--- config.mk ---
export PLATFORM = sky130hd
export DESIGN_NAME = shell_line_tokenizer_checker_unit
export DESIGN_NICKNAME = d
export VERILOG_FILES = /design/src/design/sltc_pkg.sv /design/src/design/shell_line_tokenizer_checker_unit.sv /design/src/design/sltc_res_fifo.sv /design/src/design/sltc_lexer.sv
export VERILOG_INCLUDE_DIRS = /design/src /design/src/design
export SDC_FILE = /design/constraint.sdc
export NUM_CORES = 1
export LEC_CHECK = 0
export ABC_AREA = 1
export BUFFER_PORTS_ARGS = -buffer_cell sky130_fd_sc_hd__buf_2
export CAP_MARGIN = 40
export CORE_MARGIN = 2
export CORE_UTILIZATION = 57
export CTS_CLUSTER_SIZE = 24
export DETAILED_ROUTE_END_ITERATION = 6
export PLACE_DENSITY = 0.75
export SYNTH_ARGS = -nofsm -noshare
export SYNTH_HDL_FRONTEND = slang
export SYNTH_HIERARCHICAL = 1
export SYNTH_SLANG_ARGS = --single-unit
--- constraint.sdc ---
create_clock -name clk_i -period 4.5 [get_ports clk_i]
set_clock_uncertainty 0.1 [all_clocks]
set_input_delay 0.9 -clock clk_i [delete_from_list [all_inputs] [get_ports clk_i]]
set_output_delay 0.9 -clock clk_i [all_outputs]
set_load 0.02 [all_outputs]
--- src/design/shell_line_tokenizer_checker_unit_defines.svh ---
// ----------------------------------------------------------------------------
// shell_line_tokenizer_checker_unit_defines
// Assertion macros shared by the tokenizer/checker RTL.
// ----------------------------------------------------------------------------
`ifndef SHELL_LINE_TOKENIZER_CHECKER_UNIT_DEFINES_SVH
`define SHELL_LINE_TOKENIZER_CHECKER_UNIT_DEFINES_SVH

// Checked on every clock edge outside reset.
`define SLTC_ASSERT(lbl, prop, msg) \
  lbl: assert property (@(posedge clk_i) disable iff (!rst_ni) (prop)) else $error(msg);

// Checked on every clock edge, reset included.
`define SLTC_ASSERT_ALWAYS(lbl, prop, msg) \
  lbl: assert property (@(posedge clk_i) (prop)) else $error(msg);

`endif

--- src/design/sltc_pkg.sv ---
// ----------------------------------------------------------------------------
// sltc_pkg
// Types, codes and character constants of the shell line tokenizer/checker.
// ----------------------------------------------------------------------------
`timescale 1ns / 1ps
`default_nettype none

package sltc_pkg;

  localparam int ResDepthDefault = 4;

  typedef enum logic [2:0] {
    KIND_CHAR   = 3'd0,
    KIND_WEND   = 3'd1,
    KIND_PIPE   = 3'd2,
    KIND_IN     = 3'd3,
    KIND_OUT    = 3'd4,
    KIND_APPEND = 3'd5,
    KIND_BG     = 3'd6,
    KIND_DONE   = 3'd7
  } kind_e;

  typedef enum logic [2:0] {
    LEX_WORD,
    LEX_PIPE,
    LEX_IN,
    LEX_OUT,
    LEX_APPEND,
    LEX_BG
  } tok_e;

  localparam logic [3:0] ST_OK          = 4'd0;
  localparam logic [3:0] ST_ESCAPE      = 4'd1;
  localparam logic [3:0] ST_QUOTE       = 4'd2;
  localparam logic [3:0] ST_EMPTY_PIPE  = 4'd3;
  localparam logic [3:0] ST_PIPE_END    = 4'd4;
  localparam logic [3:0] ST_BG_NOT_END  = 4'd5;
  localparam logic [3:0] ST_NO_PATH     = 4'd6;
  localparam logic [3:0] ST_MULTI_IN    = 4'd7;
  localparam logic [3:0] ST_MULTI_OUT   = 4'd8;
  localparam logic [3:0] ST_EMPTY_STAGE = 4'd9;
  localparam logic [3:0] ST_IN_LATER    = 4'd10;
  localparam logic [3:0] ST_OUT_NOTLAST = 4'd11;

  localparam logic [1:0] Q_NONE   = 2'd0;
  localparam logic [1:0] Q_SINGLE = 2'd1;
  localparam logic [1:0] Q_DOUBLE = 2'd2;

  localparam logic [1:0] RP_NONE   = 2'd0;
  localparam logic [1:0] RP_IN     = 2'd1;
  localparam logic [1:0] RP_OUT    = 2'd2;
  localparam logic [1:0] RP_APPEND = 2'd3;

  localparam logic [7:0] CH_NUL   = 8'h00;
  localparam logic [7:0] CH_TAB   = 8'h09;
  localparam logic [7:0] CH_CR    = 8'h0D;
  localparam logic [7:0] CH_SPACE = 8'h20;
  localparam logic [7:0] CH_DQ    = 8'h22;
  localparam logic [7:0] CH_AMP   = 8'h26;
  localparam logic [7:0] CH_SQ    = 8'h27;
  localparam logic [7:0] CH_LT    = 8'h3C;
  localparam logic [7:0] CH_GT    = 8'h3E;
  localparam logic [7:0] CH_BSL   = 8'h5C;
  localparam logic [7:0] CH_PIPE  = 8'h7C;

  typedef struct packed {
    kind_e      kind;
    logic [7:0] word_char;
    logic [3:0] status;
    logic       last;
  } res_t;

  // Results of one accepted byte: n entries, ent[0] first.
  typedef struct packed {
    logic [1:0]       n;
    res_t [1:0]       ent;
  } push_t;

endpackage

`default_nettype wire

--- src/design/shell_line_tokenizer_checker_unit.sv ---
// ----------------------------------------------------------------------------
// shell_line_tokenizer_checker_unit
// Streaming shell command line tokenizer with grammar and pipeline checks.
// ----------------------------------------------------------------------------
// Takes one line byte per transfer (byte 0 ends the line) and streams out word
// characters, word ends, operator tokens and a final line-done status. A byte
// is taken whenever the result queue has room for two entries, so
// bytes go in back to back; a byte yields zero, one or two results, and the
// queue drains one result per output transfer, so a run of two-result bytes
// (such as '>' resolved by the next byte, or a word end followed by an
// operator) settles at the drain rate of one result per cycle while out_ready_i
// is high. ResDepth sets the queue depth (at least 2).
`timescale 1ns / 1ps
`default_nettype none
`include "shell_line_tokenizer_checker_unit_defines.svh"

module shell_line_tokenizer_checker_unit #(
  parameter int ResDepth = sltc_pkg::ResDepthDefault
) (
  input  wire logic        clk_i,
  input  wire logic        rst_ni,
  input  wire logic        in_valid_i,
  output logic             in_ready_o,
  input  wire logic [7:0]  ch_i,
  output logic             out_valid_o,
  input  wire logic        out_ready_i,
  output logic [2:0]       kind_o,
  output logic [7:0]       word_char_o,
  output logic [3:0]       status_o,
  output logic             last_o
);
  import sltc_pkg::*;

  push_t push;
  res_t  head;
  logic  accept;

  assign accept = in_valid_i && in_ready_o;

  sltc_lexer u_lexer (
    .clk_i    (clk_i),
    .rst_ni   (rst_ni),
    .accept_i (accept),
    .ch_i     (ch_i),
    .push_o   (push)
  );

  sltc_res_fifo #(
    .Depth (ResDepth)
  ) u_fifo (
    .clk_i   (clk_i),
    .rst_ni  (rst_ni),
    .push_i  (push),
    .room_o  (in_ready_o),
    .valid_o (out_valid_o),
    .ready_i (out_ready_i),
    .head_o  (head)
  );

  assign kind_o      = head.kind;
  assign word_char_o = head.word_char;
  assign status_o    = head.status;
  assign last_o      = head.last;

  `SLTC_ASSERT(a_stall_has_results, !in_ready_o |-> out_valid_o, "input stalled, queue empty")
  `SLTC_ASSERT(a_done_is_last, (out_valid_o && kind_o == KIND_DONE) |-> last_o, "done not last")
  `SLTC_ASSERT(a_eol_yields_result, (accept && ch_i == CH_NUL) |=> out_valid_o, "line end lost")
  `SLTC_ASSERT_ALWAYS(a_reset_empty, !rst_ni |=> !out_valid_o, "results visible in reset")

endmodule

`default_nettype wire

--- src/design/sltc_res_fifo.sv ---
// ----------------------------------------------------------------------------
// sltc_res_fifo
// Result queue: takes up to two results per cycle, drains one per transfer.
// ----------------------------------------------------------------------------
`timescale 1ns / 1ps
`default_nettype none

module sltc_res_fifo #(
  parameter int Depth = sltc_pkg::ResDepthDefault
) (
  input  wire logic           clk_i,
  input  wire logic           rst_ni,
  input  wire sltc_pkg::push_t push_i,
  output logic                room_o,
  output logic                valid_o,
  input  wire logic           ready_i,
  output sltc_pkg::res_t      head_o
);
  import sltc_pkg::*;

  localparam int IdxW = $clog2(Depth);
  localparam int CntW = $clog2(Depth + 1);

  res_t             mem [Depth];
  logic [IdxW-1:0]  rptr_q, rptr_d, wptr_q, wptr_d, wptr1, wptr2;
  logic [CntW-1:0]  cnt_q, cnt_d;
  logic             pop;

  function automatic logic [IdxW-1:0] wrap_inc(input logic [IdxW-1:0] p);
    return (p == IdxW'(Depth - 1)) ? '0 : p + 1'b1;
  endfunction

  assign wptr1   = wrap_inc(wptr_q);
  assign wptr2   = wrap_inc(wptr1);
  assign valid_o = (cnt_q != '0);
  assign room_o  = (cnt_q <= CntW'(Depth - 2));
  assign pop     = valid_o && ready_i;
  assign head_o  = mem[rptr_q];

  always_comb begin
    cnt_d  = cnt_q + CntW'(push_i.n) - CntW'(pop);
    rptr_d = pop ? wrap_inc(rptr_q) : rptr_q;
    unique case (push_i.n)
      2'd1:    wptr_d = wptr1;
      2'd2:    wptr_d = wptr2;
      default: wptr_d = wptr_q;
    endcase
  end

  always_ff @(posedge clk_i or negedge rst_ni) begin
    if (!rst_ni) begin
      cnt_q  <= '0;
      rptr_q <= '0;
      wptr_q <= '0;
    end else begin
      cnt_q  <= cnt_d;
      rptr_q <= rptr_d;
      wptr_q <= wptr_d;
    end
  end

  always_ff @(posedge clk_i) begin
    if (push_i.n != 2'd0) begin
      mem[wptr_q] <= push_i.ent[0];
    end
    if (push_i.n == 2'd2) begin
      mem[wptr1] <= push_i.ent[1];
    end
  end

endmodule

`default_nettype wire

--- src/design/sltc_lexer.sv ---
// ----------------------------------------------------------------------------
// sltc_lexer
// Per-byte tokenizer and grammar checker: line state and the results of a byte.
// ----------------------------------------------------------------------------
`timescale 1ns / 1ps
`default_nettype none

module sltc_lexer (
  input  wire logic        clk_i,
  input  wire logic        rst_ni,
  input  wire logic        accept_i,
  input  wire logic [7:0]  ch_i,
  output sltc_pkg::push_t  push_o
);
  import sltc_pkg::*;

  typedef struct packed {
    logic [1:0] quote;
    logic       esc;
    logic       in_word;
    logic       gt_pend;
    logic       any_tok;
    logic       later;
    logic       f_args;
    logic       f_in;
    logic       f_out;
    logic [1:0] redir;
    logic       bg_seen;
    logic       pipe_last;
    logic [3:0] gerr;
    logic [3:0] serr;
  } lex_t;

  lex_t          st_q, st_d, tmp;
  res_t [1:0]    ent;
  logic [1:0]    cnt;
  logic [3:0]    code;
  logic          is_space, is_op;

  function automatic res_t mk(input kind_e k, input logic [7:0] c, input logic [3:0] s);
    res_t r;
    r.kind      = k;
    r.word_char = c;
    r.status    = s;
    r.last      = 1'b0;
    return r;
  endfunction

  function automatic lex_t gram_err(input lex_t s, input logic [3:0] c);
    lex_t r;
    r = s;
    if (r.gerr == ST_OK) r.gerr = c;
    return r;
  endfunction

  // Token arrival: settle lookahead checks of the previous token, then its own.
  function automatic lex_t arrive(input lex_t s, input tok_e t);
    lex_t       r;
    logic [1:0] rp;
    r = s;
    r.any_tok   = 1'b1;
    r.pipe_last = 1'b0;
    if (r.bg_seen) begin
      r = gram_err(r, ST_BG_NOT_END);
      r.bg_seen = 1'b0;
    end
    if (r.redir != RP_NONE) begin
      rp      = r.redir;
      r.redir = RP_NONE;
      if (t != LEX_WORD) begin
        r = gram_err(r, ST_NO_PATH);
      end else if (rp == RP_IN) begin
        if (r.f_in) r = gram_err(r, ST_MULTI_IN);
        else r.f_in = 1'b1;
        return r;
      end else begin
        if (r.f_out) r = gram_err(r, ST_MULTI_OUT);
        else r.f_out = 1'b1;
        return r;
      end
    end
    case (t)
      LEX_WORD: r.f_args = 1'b1;
      LEX_PIPE: begin
        if (!r.f_args) begin
          r = gram_err(r, ST_EMPTY_PIPE);
        end else begin
          if (r.later && r.f_in) begin
            if (r.serr == ST_OK) r.serr = ST_IN_LATER;
          end else if (r.f_out) begin
            if (r.serr == ST_OK) r.serr = ST_OUT_NOTLAST;
          end
          r.f_args    = 1'b0;
          r.f_in      = 1'b0;
          r.f_out     = 1'b0;
          r.later     = 1'b1;
          r.pipe_last = 1'b1;
        end
      end
      LEX_BG:     r.bg_seen = 1'b1;
      LEX_IN:     r.redir   = RP_IN;
      LEX_OUT:    r.redir   = RP_OUT;
      LEX_APPEND: r.redir   = RP_APPEND;
      default:    r = s;
    endcase
    return r;
  endfunction

  assign is_space = (ch_i == CH_SPACE) || ((ch_i >= CH_TAB) && (ch_i <= CH_CR));
  assign is_op    = (ch_i == CH_PIPE) || (ch_i == CH_LT) || (ch_i == CH_GT) ||
                    (ch_i == CH_AMP);

  always_comb begin
    st_d = st_q;
    tmp  = st_q;
    ent  = '0;
    cnt  = 2'd0;
    code = ST_OK;
    if (ch_i == CH_NUL) begin
      if (st_q.esc) begin
        code = ST_ESCAPE;
      end else if (st_q.quote != Q_NONE) begin
        code = ST_QUOTE;
      end else begin
        if (tmp.gt_pend) begin
          tmp.gt_pend = 1'b0;
          tmp = arrive(tmp, LEX_OUT);
          ent[cnt[0]] = mk(KIND_OUT, 8'd0, ST_OK);
          cnt = cnt + 2'd1;
        end
        if (tmp.in_word) begin
          ent[cnt[0]] = mk(KIND_WEND, 8'd0, ST_OK);
          cnt = cnt + 2'd1;
        end
        if (tmp.redir != RP_NONE) tmp = gram_err(tmp, ST_NO_PATH);
        if (tmp.pipe_last) tmp = gram_err(tmp, ST_PIPE_END);
        if (tmp.gerr != ST_OK) code = tmp.gerr;
        else if (!tmp.any_tok) code = ST_OK;
        else if (tmp.serr != ST_OK) code = tmp.serr;
        else if (!tmp.f_args) code = ST_EMPTY_STAGE;
        else if (tmp.later && tmp.f_in) code = ST_IN_LATER;
        else code = ST_OK;
      end
      ent[cnt[0]] = mk(KIND_DONE, 8'd0, code);
      cnt  = cnt + 2'd1;
      st_d = '0;
    end else if (st_q.esc) begin
      st_d.esc = 1'b0;
      ent[0] = mk(KIND_CHAR, ch_i, ST_OK);
      cnt = 2'd1;
    end else if (st_q.quote == Q_SINGLE) begin
      if (ch_i == CH_SQ) begin
        st_d.quote = Q_NONE;
      end else begin
        ent[0] = mk(KIND_CHAR, ch_i, ST_OK);
        cnt = 2'd1;
      end
    end else if (st_q.quote == Q_DOUBLE) begin
      if (ch_i == CH_DQ) begin
        st_d.quote = Q_NONE;
      end else if (ch_i == CH_BSL) begin
        st_d.esc = 1'b1;
      end else begin
        ent[0] = mk(KIND_CHAR, ch_i, ST_OK);
        cnt = 2'd1;
      end
    end else begin
      // A pending '>' is resolved by this byte first.
      if (tmp.gt_pend && (ch_i == CH_GT)) begin
        tmp.gt_pend = 1'b0;
        tmp = arrive(tmp, LEX_APPEND);
        ent[0] = mk(KIND_APPEND, 8'd0, ST_OK);
        cnt = 2'd1;
      end else begin
        if (tmp.gt_pend) begin
          tmp.gt_pend = 1'b0;
          tmp = arrive(tmp, LEX_OUT);
          ent[0] = mk(KIND_OUT, 8'd0, ST_OK);
          cnt = 2'd1;
        end
        if (is_space || is_op) begin
          if (tmp.in_word) begin
            tmp.in_word = 1'b0;
            ent[cnt[0]] = mk(KIND_WEND, 8'd0, ST_OK);
            cnt = cnt + 2'd1;
          end
          if (ch_i == CH_GT) begin
            tmp.gt_pend = 1'b1;
          end else if (ch_i == CH_PIPE) begin
            tmp = arrive(tmp, LEX_PIPE);
            ent[cnt[0]] = mk(KIND_PIPE, 8'd0, ST_OK);
            cnt = cnt + 2'd1;
          end else if (ch_i == CH_LT) begin
            tmp = arrive(tmp, LEX_IN);
            ent[cnt[0]] = mk(KIND_IN, 8'd0, ST_OK);
            cnt = cnt + 2'd1;
          end else if (ch_i == CH_AMP) begin
            tmp = arrive(tmp, LEX_BG);
            ent[cnt[0]] = mk(KIND_BG, 8'd0, ST_OK);
            cnt = cnt + 2'd1;
          end
        end else begin
          if (!tmp.in_word) begin
            tmp.in_word = 1'b1;
            tmp = arrive(tmp, LEX_WORD);
          end
          if (ch_i == CH_SQ) begin
            tmp.quote = Q_SINGLE;
          end else if (ch_i == CH_DQ) begin
            tmp.quote = Q_DOUBLE;
          end else if (ch_i == CH_BSL) begin
            tmp.esc = 1'b1;
          end else begin
            ent[cnt[0]] = mk(KIND_CHAR, ch_i, ST_OK);
            cnt = cnt + 2'd1;
          end
        end
      end
      st_d = tmp;
    end
    // Flag the final result of this byte.
    if (cnt == 2'd1) ent[0].last = 1'b1;
    if (cnt == 2'd2) ent[1].last = 1'b1;
  end

  assign push_o.n   = accept_i ? cnt : 2'd0;
  assign push_o.ent = ent;

  always_ff @(posedge clk_i or negedge rst_ni) begin
    if (!rst_ni) begin
      st_q <= '0;
    end else if (accept_i) begin
      st_q <= st_d;
    end
  end

endmodule

`default_nettype wire

; ---- Yosys cells after proc, flatten, opt, wreduce, memory -nomap -nowiden
; Memory sizes are Yosys's and may differ from the RTL's.
; Index checks and enable logic that the tools add are counted.
[totals]
ramBits = 64
memories = 1
ff_bits = 29
output_inout_bits = 18
elab_cells = 476
[memory_table]
columns = name, words, width, rd, rd_clocked_by_memory_dff, write_ports, line
row1 = u_fifo.mem, 4, 16, 1, 0, 2, sltc_res_fifo.sv:24  ; res_t mem [Depth];
[op_classes]
n_reduce_logical = 45
addsub = 9
order_cmp = 11
n_mux = 355
n_eq_ne = 23
bitwise = 15
[ops]
columns = op, count
row1 = 2-to-1 mux 22 bit, 88
row2 = 2-to-1 mux 32 bit, 20
row3 = 2-to-1 mux 16 bit, 22
row4 = 2-to-1 mux 19 bit, 10
row5 = 2-to-1 mux 8 bit, 18
row6 = 2-to-1 mux 13 bit, 10
row7 = 2-to-1 mux 12 bit, 10
row8 = 2-to-1 mux 17 bit, 7
row9 = 2-to-1 mux 4 bit, 29
row10 = inverter 30 bit, 3
row11 = 2-to-1 mux 2 bit, 43
row12 = 2-to-1 mux 9 bit, 9
row13 = 2-to-1 mux 1 bit, 80
row14 = bitwise mux 32 bit, 2
row15 = demux 16 bit (select 1 bit), 4
row16 = AND 15 x 30 -> 30 bit, 2
row17 = AND 28 bit, 2
row18 = inverter 28 bit, 2
row19 = logical NOT 4 bit, 13
row20 = equality test 8 x 6 -> 1 bit (second input constant), 6
row21 = AND 30 bit, 1
row22 = nonzero test 2 bit, 11
row23 = 2-to-1 mux 20 bit, 1
row24 = equality test 8 x 7 -> 1 bit (second input constant), 2
row25 = other kinds (25), 63

; ---- Logic depth before layout (Yosys ltp)
; Gate-level depths: netlist (run 1).
[logic_depth]
word_depth = 62
mapped_depth = 21

; ---- Modules after synthesis
; The synthesis (run 1) kept the hierarchy.
[modules_own_cells]
columns = mod, seq_area_each_um2, cells_per_inst, area_per_inst_um2, instances
row1 = sltc_res_fifo, 2097.0, 398, 3798.6, 1
row2 = sltc_lexer, 500.5, 435, 2529.9, 1
row3 = shell_line_tokenizer_checker_unit, 0.0, 2, 7.5, 1

; ---- Least setup slack after synthesis (run 1)
; No wires, ideal clock.
[synth_timing]
path_kind = input to register
start = in ch_i[0]
end = mem u_fifo/mem[3][0] (netlist bit), enable pin
slack_ns = 0.245
path_buffers = 0
setup_ns = 0.411
required_ns = 3.989
cell_stages = 16
t_arrival_ns = 3.744
path_cell_list = inv_1 nand2_2 nor2_4 nand4_1 ha_1 nand2_1 nand2_1 nor2_1 nor2_1 nand2_1 nand2_1 nand2_2 nor2_1 inv_1 ha_1 o21ai_0
[synth_lines]
columns = item, line
row1 = "start, declared", shell_line_tokenizer_checker_unit.sv:24  ; input wire logic [7:0] ch_i,
row2 = "end, declared", sltc_res_fifo.sv:24

==> results of run 1 <==
==> how the worst max path moves through the flow <==
stage | endpoint | slack, ns | startpoint
floorplan | u_fifo/mem[3][0]$_DFFE_PP_ | 0.24 | ch_i[0]
global placement | u_fifo/mem[3][8]$_DFFE_PP_ | 0.36 | ch_i[0]
detailed placement | u_fifo/mem[2][10]$_DFFE_PP_ | 0.28 | ch_i[0]
CTS | u_fifo/mem[2][5]$_DFFE_PP_ | 0.66 | ch_i[0]
global route | u_fifo/mem[2][5]$_DFFE_PP_ | 0.26 | ch_i[0]
finish | u_fifo/mem[2][5]$_DFFE_PP_ | 0.60 | ch_i[0]
==> cell usage in the layout, fill, tap and decap left out, types with 2 or more instances in the layout <==
cell type / instances
a21oi_2: 3
inv_1: 101
o31ai_1: 3
dfrtp_1: 27
nor2_4: 5
o2111ai_1: 2
clkbuf_8: 9
a211oi_1: 2
buf_2: 29
nand4_1: 16
nor2_1: 113
clkbuf_1: 2
nand3b_1: 2
nand2_2: 9
ha_1: 24
edfxtp_1: 64
or2_2: 3
o21ai_2: 17
nor2_2: 6
nand3_1: 42
o21ai_1: 62
nor3_1: 7
a21oi_1: 16
buf_4: 13
clkinvlp_4: 2
a21boi_0: 2
o211ai_1: 3
o21ai_0: 67
inv_2: 4
nand2_1: 191
==> power breakdown <==
group          leakage [nW]  internal, mW  switching [mW]
clock network        0.0901         0.260           0.290
registers             0.924          1.07          0.0904
logic                  1.99         0.491            1.07
total                  3.01          1.83            1.46
==> routing by layer <==
metal  global-route usage [%]  routed length [um]
met4                     8.50                 318
met3                     4.80                 935
met5                        0                   0
met2                     51.0                8250
met1                     34.3                6370
==> cell type report <==
cell class	count	area share (%)
Timing Repair Buffer	42	3.61
Inverter	107	6.00
Clock inverter	5	0.930
Multi-Input combinational cell	610	46.3
Clock buffer	11	1.95
Tap cell	140	2.60
Sequential cell	91	38.6
==> state kept, by name (all words and copies together), names as in the netlist <==
name,flops
u_fifo/mem,64
u_lexer/st_q,20
u_fifo/cnt_q,3
u_fifo/rptr_q,2
u_fifo/wptr_q,2
==> Yosys cell counts (2+ instances only) <==
library cell  instances
nand2_1             191
nor2_1              113
inv_1               101
o21ai_0              71
edfxtp_1             64
o21ai_1              58
nand3_1              42
dfrtp_1              27
ha_1                 24
o21ai_2              17
a21oi_1              16
nand4_1              16
buf_6                13
nand2_2               9
buf_2                 7
nor3_1                7
nor2_2                6
nor2_4                5
inv_2                 4
a21oi_2               3
clkbuf_1              3
o211ai_1              3
o31ai_1               3
or2_2                 3
a211oi_1              2
a21boi_0              2
buf_4                 2
clkbuf_2              2
nand3b_1              2
o2111ai_1             2
==> cell families (layout without fill, tap and decap cells) <==
kind of cell	after synthesis	after routing	share of synthesized area, %
AO/OA/AOI/OAI	185	185	16.7
XOR/XNOR	1	1	0.138
adder cells (fa/ha/maj)	25	25	5.06
buffers and inverters	134	165	9.81
flip-flops	91	91	41.0
AND/OR/NAND/NOR	399	399	27.3
==> through the flow <==
stage / power [mW] / util (%)
after floorplan: 2.31 / -
after global placement: 2.70 / 60.3
after detailed placement: 2.74 / 60.3
after CTS: 3.30 / 62.1
after global routing: 3.55 / 62.1
final: 3.28 / 62.1
==> worst min-delay path: stages (launching register included) <==
cell and delay, ns:
dfrtp_1 0.36, nand2_1 0.05, o21ai_1 0.07
==> results.cfg, run 1 <==
[global_routing]
grt_pass1_vias = 5283
grt_use_total_pct = 28.2
antenna_found_initial = 0
overflow = 0
grt_max_degree = 37
grt_pass1_wl_um = 26000

[worst_hold_path]
whs_path_depth = 2
min_to = u_lexer/st_q[8]$_DFFE_PN0P_
worstHoldStart = u_lexer/st_q[8]$_DFFE_PN0P_
hold_path.class = reg2reg

[routing]
drc = 0
drt_iter0_markers = 371
dr.pass1.iters = 5
ant_nets = 0
vias = 5660
routedWlPerCell_um = 15.8
viasPerCell = 5.63
wl_um = 15900

[critical_path]
ff2ff_setup_slack_ns = 0.92
path_max_fanout = 32
critical_path_arrival_ns = 4.01
crit_chain = buf_2, inv_1, nand2_1, nor2_1, nand2_1, inv_2, a21oi_2, nand2_1, nor2_2, nor2_4, nand3_1, nand2_1, nand2_1, nand2_2, nor2_1, inv_1, ha_1, nand2_2, buf_4, nand2_1, o21ai_2
cp_top_family = simple AND/OR/NAND/NOR gates
path_buf_inv = 5
cp_num_cells = 21
start_kind = primary input
worstSetupEndpointType = flip-flop
timing.rr.end = u_fifo/mem[2][5]$_DFFE_PP_
slowest_stage = nor2_2
reg2reg_depth = 15
reg2reg_from = u_lexer/st_q[18]$_DFFE_PN0P_
worstPathRequired_ns = 4.62
path_class = in2reg
path_common_cell = nand2_1
slowest_delay_ns = 0.45

[cts]
cts-htree-levels = 3
numCtsBuffers = 9
cts-resized-gates = 0
cts_setup_buffers = 0
cts_tree = built
ctsRootBufferMaster = clkbuf_8
clock-sinks = 91
clkTransAtPathRegs_ns = 0.09
clk_path_buf_depth = 2
hold_buffers = 0
clock_latency_ns = 0.35

[power_and_ir_drop]
p_per_area_nw_per_um2 = 488
irDropWorstVdd_mv = 0.270
power.leakage_nw = 3.01

[finish]
fill_cells = 1006
drive_above_1_share_pct = 12.5
antennaDiodeCount = 0
area_growth_pct = 6.22
final_cell_area_um2 = 6730
seqCellArea_um2 = 2600
multi_input_area_um2 = 3120
fin_nets = 898
fin_cells = 1006

[timing]
slew_viol_final = 0
setup_viol = 0
hold_viol_final = 0
fin_crit_ns = 3.90
max_freq_mhz = 257
fin_ws_ns = 0.605
rsz0062_at_grt = false
fin_tns_setup_ns = 0
worst_pin_slew_ns = 0.902
slew_headroom_pct = 39.8
fin_hold_ws_ns = 0.414
finalCritPeriodShare_pct = 86.6

[place]
place_inst = 990
hpwl_um = 11800
port_buffers = 29
place_ws_ns = 0.275
gp_congestion = 0.941
dpl_cell_area_um2 = 6540

[floorplanning]
dieArea_um2 = 12000
rows = 38
core_area_um2 = 10800
dieWidth_um = 109
die_h_um = 109
io_pins = 30
start_util_pct = 58.4

[run]
maxCapViolations = 0

[yosys]
synth.distinct_cells = 47
yosys_warnings = 6
netlist_top_cells_area = edfxtp_1 30%, nand2_1 11%, dfrtp_1 11%, nor2_1 6.7%, inv_1 6.0%
yosysTopAreaCell = edfxtp_1
synth-edff-count = 64
ys_async_sr_fraction_pct = 29.7
ys.flop_type = edfxtp_1
syn_area_um2 = 6340
syn_inst = 835
yosysSeqAreaShare_pct = 41.0
syn_nets = 872
synth_seq_cells = 91
synth_top_area_share_pct = 30.3
syn_avg_cell_area_um2 = 7.59

[run_status]
status = completed
(Power assumes the default switching activity.)
==> run 2: changes to the inputs <==
- CTS_BUF_LIST: default -> sky130_fd_sc_hd__clkbuf_16
==> results.cfg, run 2 (synthesized netlist as in run 1, its figures left out) <==
[timing]
fin_ws_ns = 0.604
rsz0062_at_grt = false
finalCritPeriodShare_pct = 86.6
slew_viol_final = 0
worst_pin_slew_ns = 0.927
hold_viol_final = 0
fin_crit_ns = 3.90
setup_viol = 0
fin_tns_setup_ns = 0
fin_hold_ws_ns = 0.408
max_freq_mhz = 257
slew_headroom_pct = 38.1

[finish]
mostFrequentLayoutCells = 191 x nand2_1, 113 x nor2_1, 103 x inv_1
fin_util_pct = 63.0
largest_register_ffs = 64
area_growth_pct = 7.82
largest_register = u_fifo/mem
fin_nets = 898
fill_cells = 996
fin_cells = 1006
drive_above_1_share_pct = 12.5
top_regs = u_fifo/mem (64), u_lexer/st_q (20), u_fifo/cnt_q (3)
final_cell_area_um2 = 6830
layout_commonest_cell = nand2_1
antennaDiodeCount = 0

[routing]
routedWlPerCell_um = 15.9
ant_nets = 0
wl_um = 16000
vias = 5630
viasPerCell = 5.60
drc = 0
dr.pass1.iters = 5
drt_iter0_markers = 387

[power_and_ir_drop]
switching_share_pct = 42.6
pwr-share-clk_pct = 21.5
irDropWorstVdd_mv = 0.237
p_sw_mw = 1.48
p_total_mw = 3.48
seq_power_share_pct = 33.5
p_int_mw = 2.00
p_per_area_nw_per_um2 = 510
power.leakage_nw = 3.06
combPwrFrac_pct = 45.0

[critical_path]
path_class = in2reg
worstPathRequired_ns = 4.60
slowest_delay_ns = 0.45
critical_path_arrival_ns = 3.99
crit_chain = buf_2, inv_1, nand2_1, nor2_1, nand2_1, inv_2, a21oi_2, nand2_1, nor2_2, nor2_4, nand3_1, nand2_1, nand2_1, nand2_2, nor2_1, inv_1, ha_1, nand2_2, buf_4, nand2_1, o21ai_1
path_max_fanout = 32
path_buf_inv = 5
worstSetupEndpointType = flip-flop
slowest_stage = nor2_2
start_kind = primary input
path_common_cell = nand2_1
cp_top_family = simple AND/OR/NAND/NOR gates

[cts]
cts_tree = built
clock-sinks = 91
cts_setup_buffers = 0
clock_latency_ns = 0.34
ctsRootBufferMaster = clkbuf_16
clkTransAtPathRegs_ns = 0.07
numCtsBuffers = 9
hold_buffers = 0
clk_path_buf_depth = 2
cts-htree-levels = 3
cts-resized-gates = 0

[run_status]
status = completed

[floorplanning]
rows = 38
start_util_pct = 58.4
dieArea_um2 = 12000
core_area_um2 = 10800
die_h_um = 109
io_pins = 30
dieWidth_um = 109

[global_routing]
grt_pass1_wl_um = 26200
grt_pass1_vias = 5318
grt_use_total_pct = 28.5
antenna_found_initial = 0
grt_max_degree = 37
overflow = 0

[worst_hold_path]
hold_path.class = reg2reg

[place]
place_ws_ns = 0.275
port_buffers = 29
dpl_cell_area_um2 = 6540
place_inst = 990
hpwl_um = 11800
gp_congestion = 0.941

[run]
maxCapViolations = 0
==> run 2: cell types whose count changed in the layout (fill, tap and decap cells not counted) <==
cell,previous run,this run
clkbuf_1,2,0
clkbuf_16,0,9
inv_1,101,103
clkbuf_8,9,0
==> run 2: cell type report <==
type / count / area (um^2) / share of cell area (%)
Clock buffer: 9 / 225 / 3.30
Tap cell: 140 / 175 / 2.56
Clock inverter: 7 / 70.1 / 1.03
Multi-Input combinational cell: 610 / 3120 / 45.6
Inverter: 107 / 404 / 5.92
Sequential cell: 91 / 2600 / 38.0
Timing Repair Buffer: 42 / 243 / 3.55
==> run 2: worst paths after layout <==
check / from / to / slack [ns] / depth (start not counted)
max in group asynchronous: rst_ni / u_lexer/st_q[19]$_DFFE_PN0P_ / 3.44 / 1
worst max register to register: u_lexer/st_q[18]$_DFFE_PN0P_ / u_fifo/mem[2][5]$_DFFE_PP_ / 0.94 / 15
min in group asynchronous: rst_ni / u_lexer/st_q[5]$_DFFE_PN0P_ / 0.47 / 1
worst min register to register: u_lexer/st_q[8]$_DFFE_PN0P_ / u_lexer/st_q[8]$_DFFE_PN0P_ / 0.41 / 2
worst min-delay path: u_lexer/st_q[8]$_DFFE_PN0P_ / u_lexer/st_q[8]$_DFFE_PN0P_ / 0.41 / 2
worst max-delay path: ch_i[0] / u_fifo/mem[2][10]$_DFFE_PP_ / 0.60 / 21
==> run 2: tightest hold or removal path: cells and delay by family (launching register included) <==
kind             cells  cell delay [ns]
AO/OA/AOI/OAI        1             0.07
AND/OR/NAND/NOR      1             0.05
flip-flops           1             0.35
==> run 2: power by group through the flow <==
stage / combinational, mW / clock (mW) / sequential, mW
3_5_place_dp: 1.56 / 0 / 1.18
3_3_place_gp: 1.53 / 0 / 1.17
6_report: 1.57 / 0.747 / 1.17
2_1_floorplan: 1.15 / 0 / 1.16
4_1_cts: 1.57 / 0.761 / 1.16
5_1_grt: 1.77 / 0.795 / 1.18
==> run 2: metal layers <==
layer	routed length [um]	GRT usage, %	vias to the layer above
li1	-	-	2825
met1	6500	34.3	2601
met2	8320	51.9	172
met3	846	3.97	32
met4	329	9.95	0
met5	0	0	-
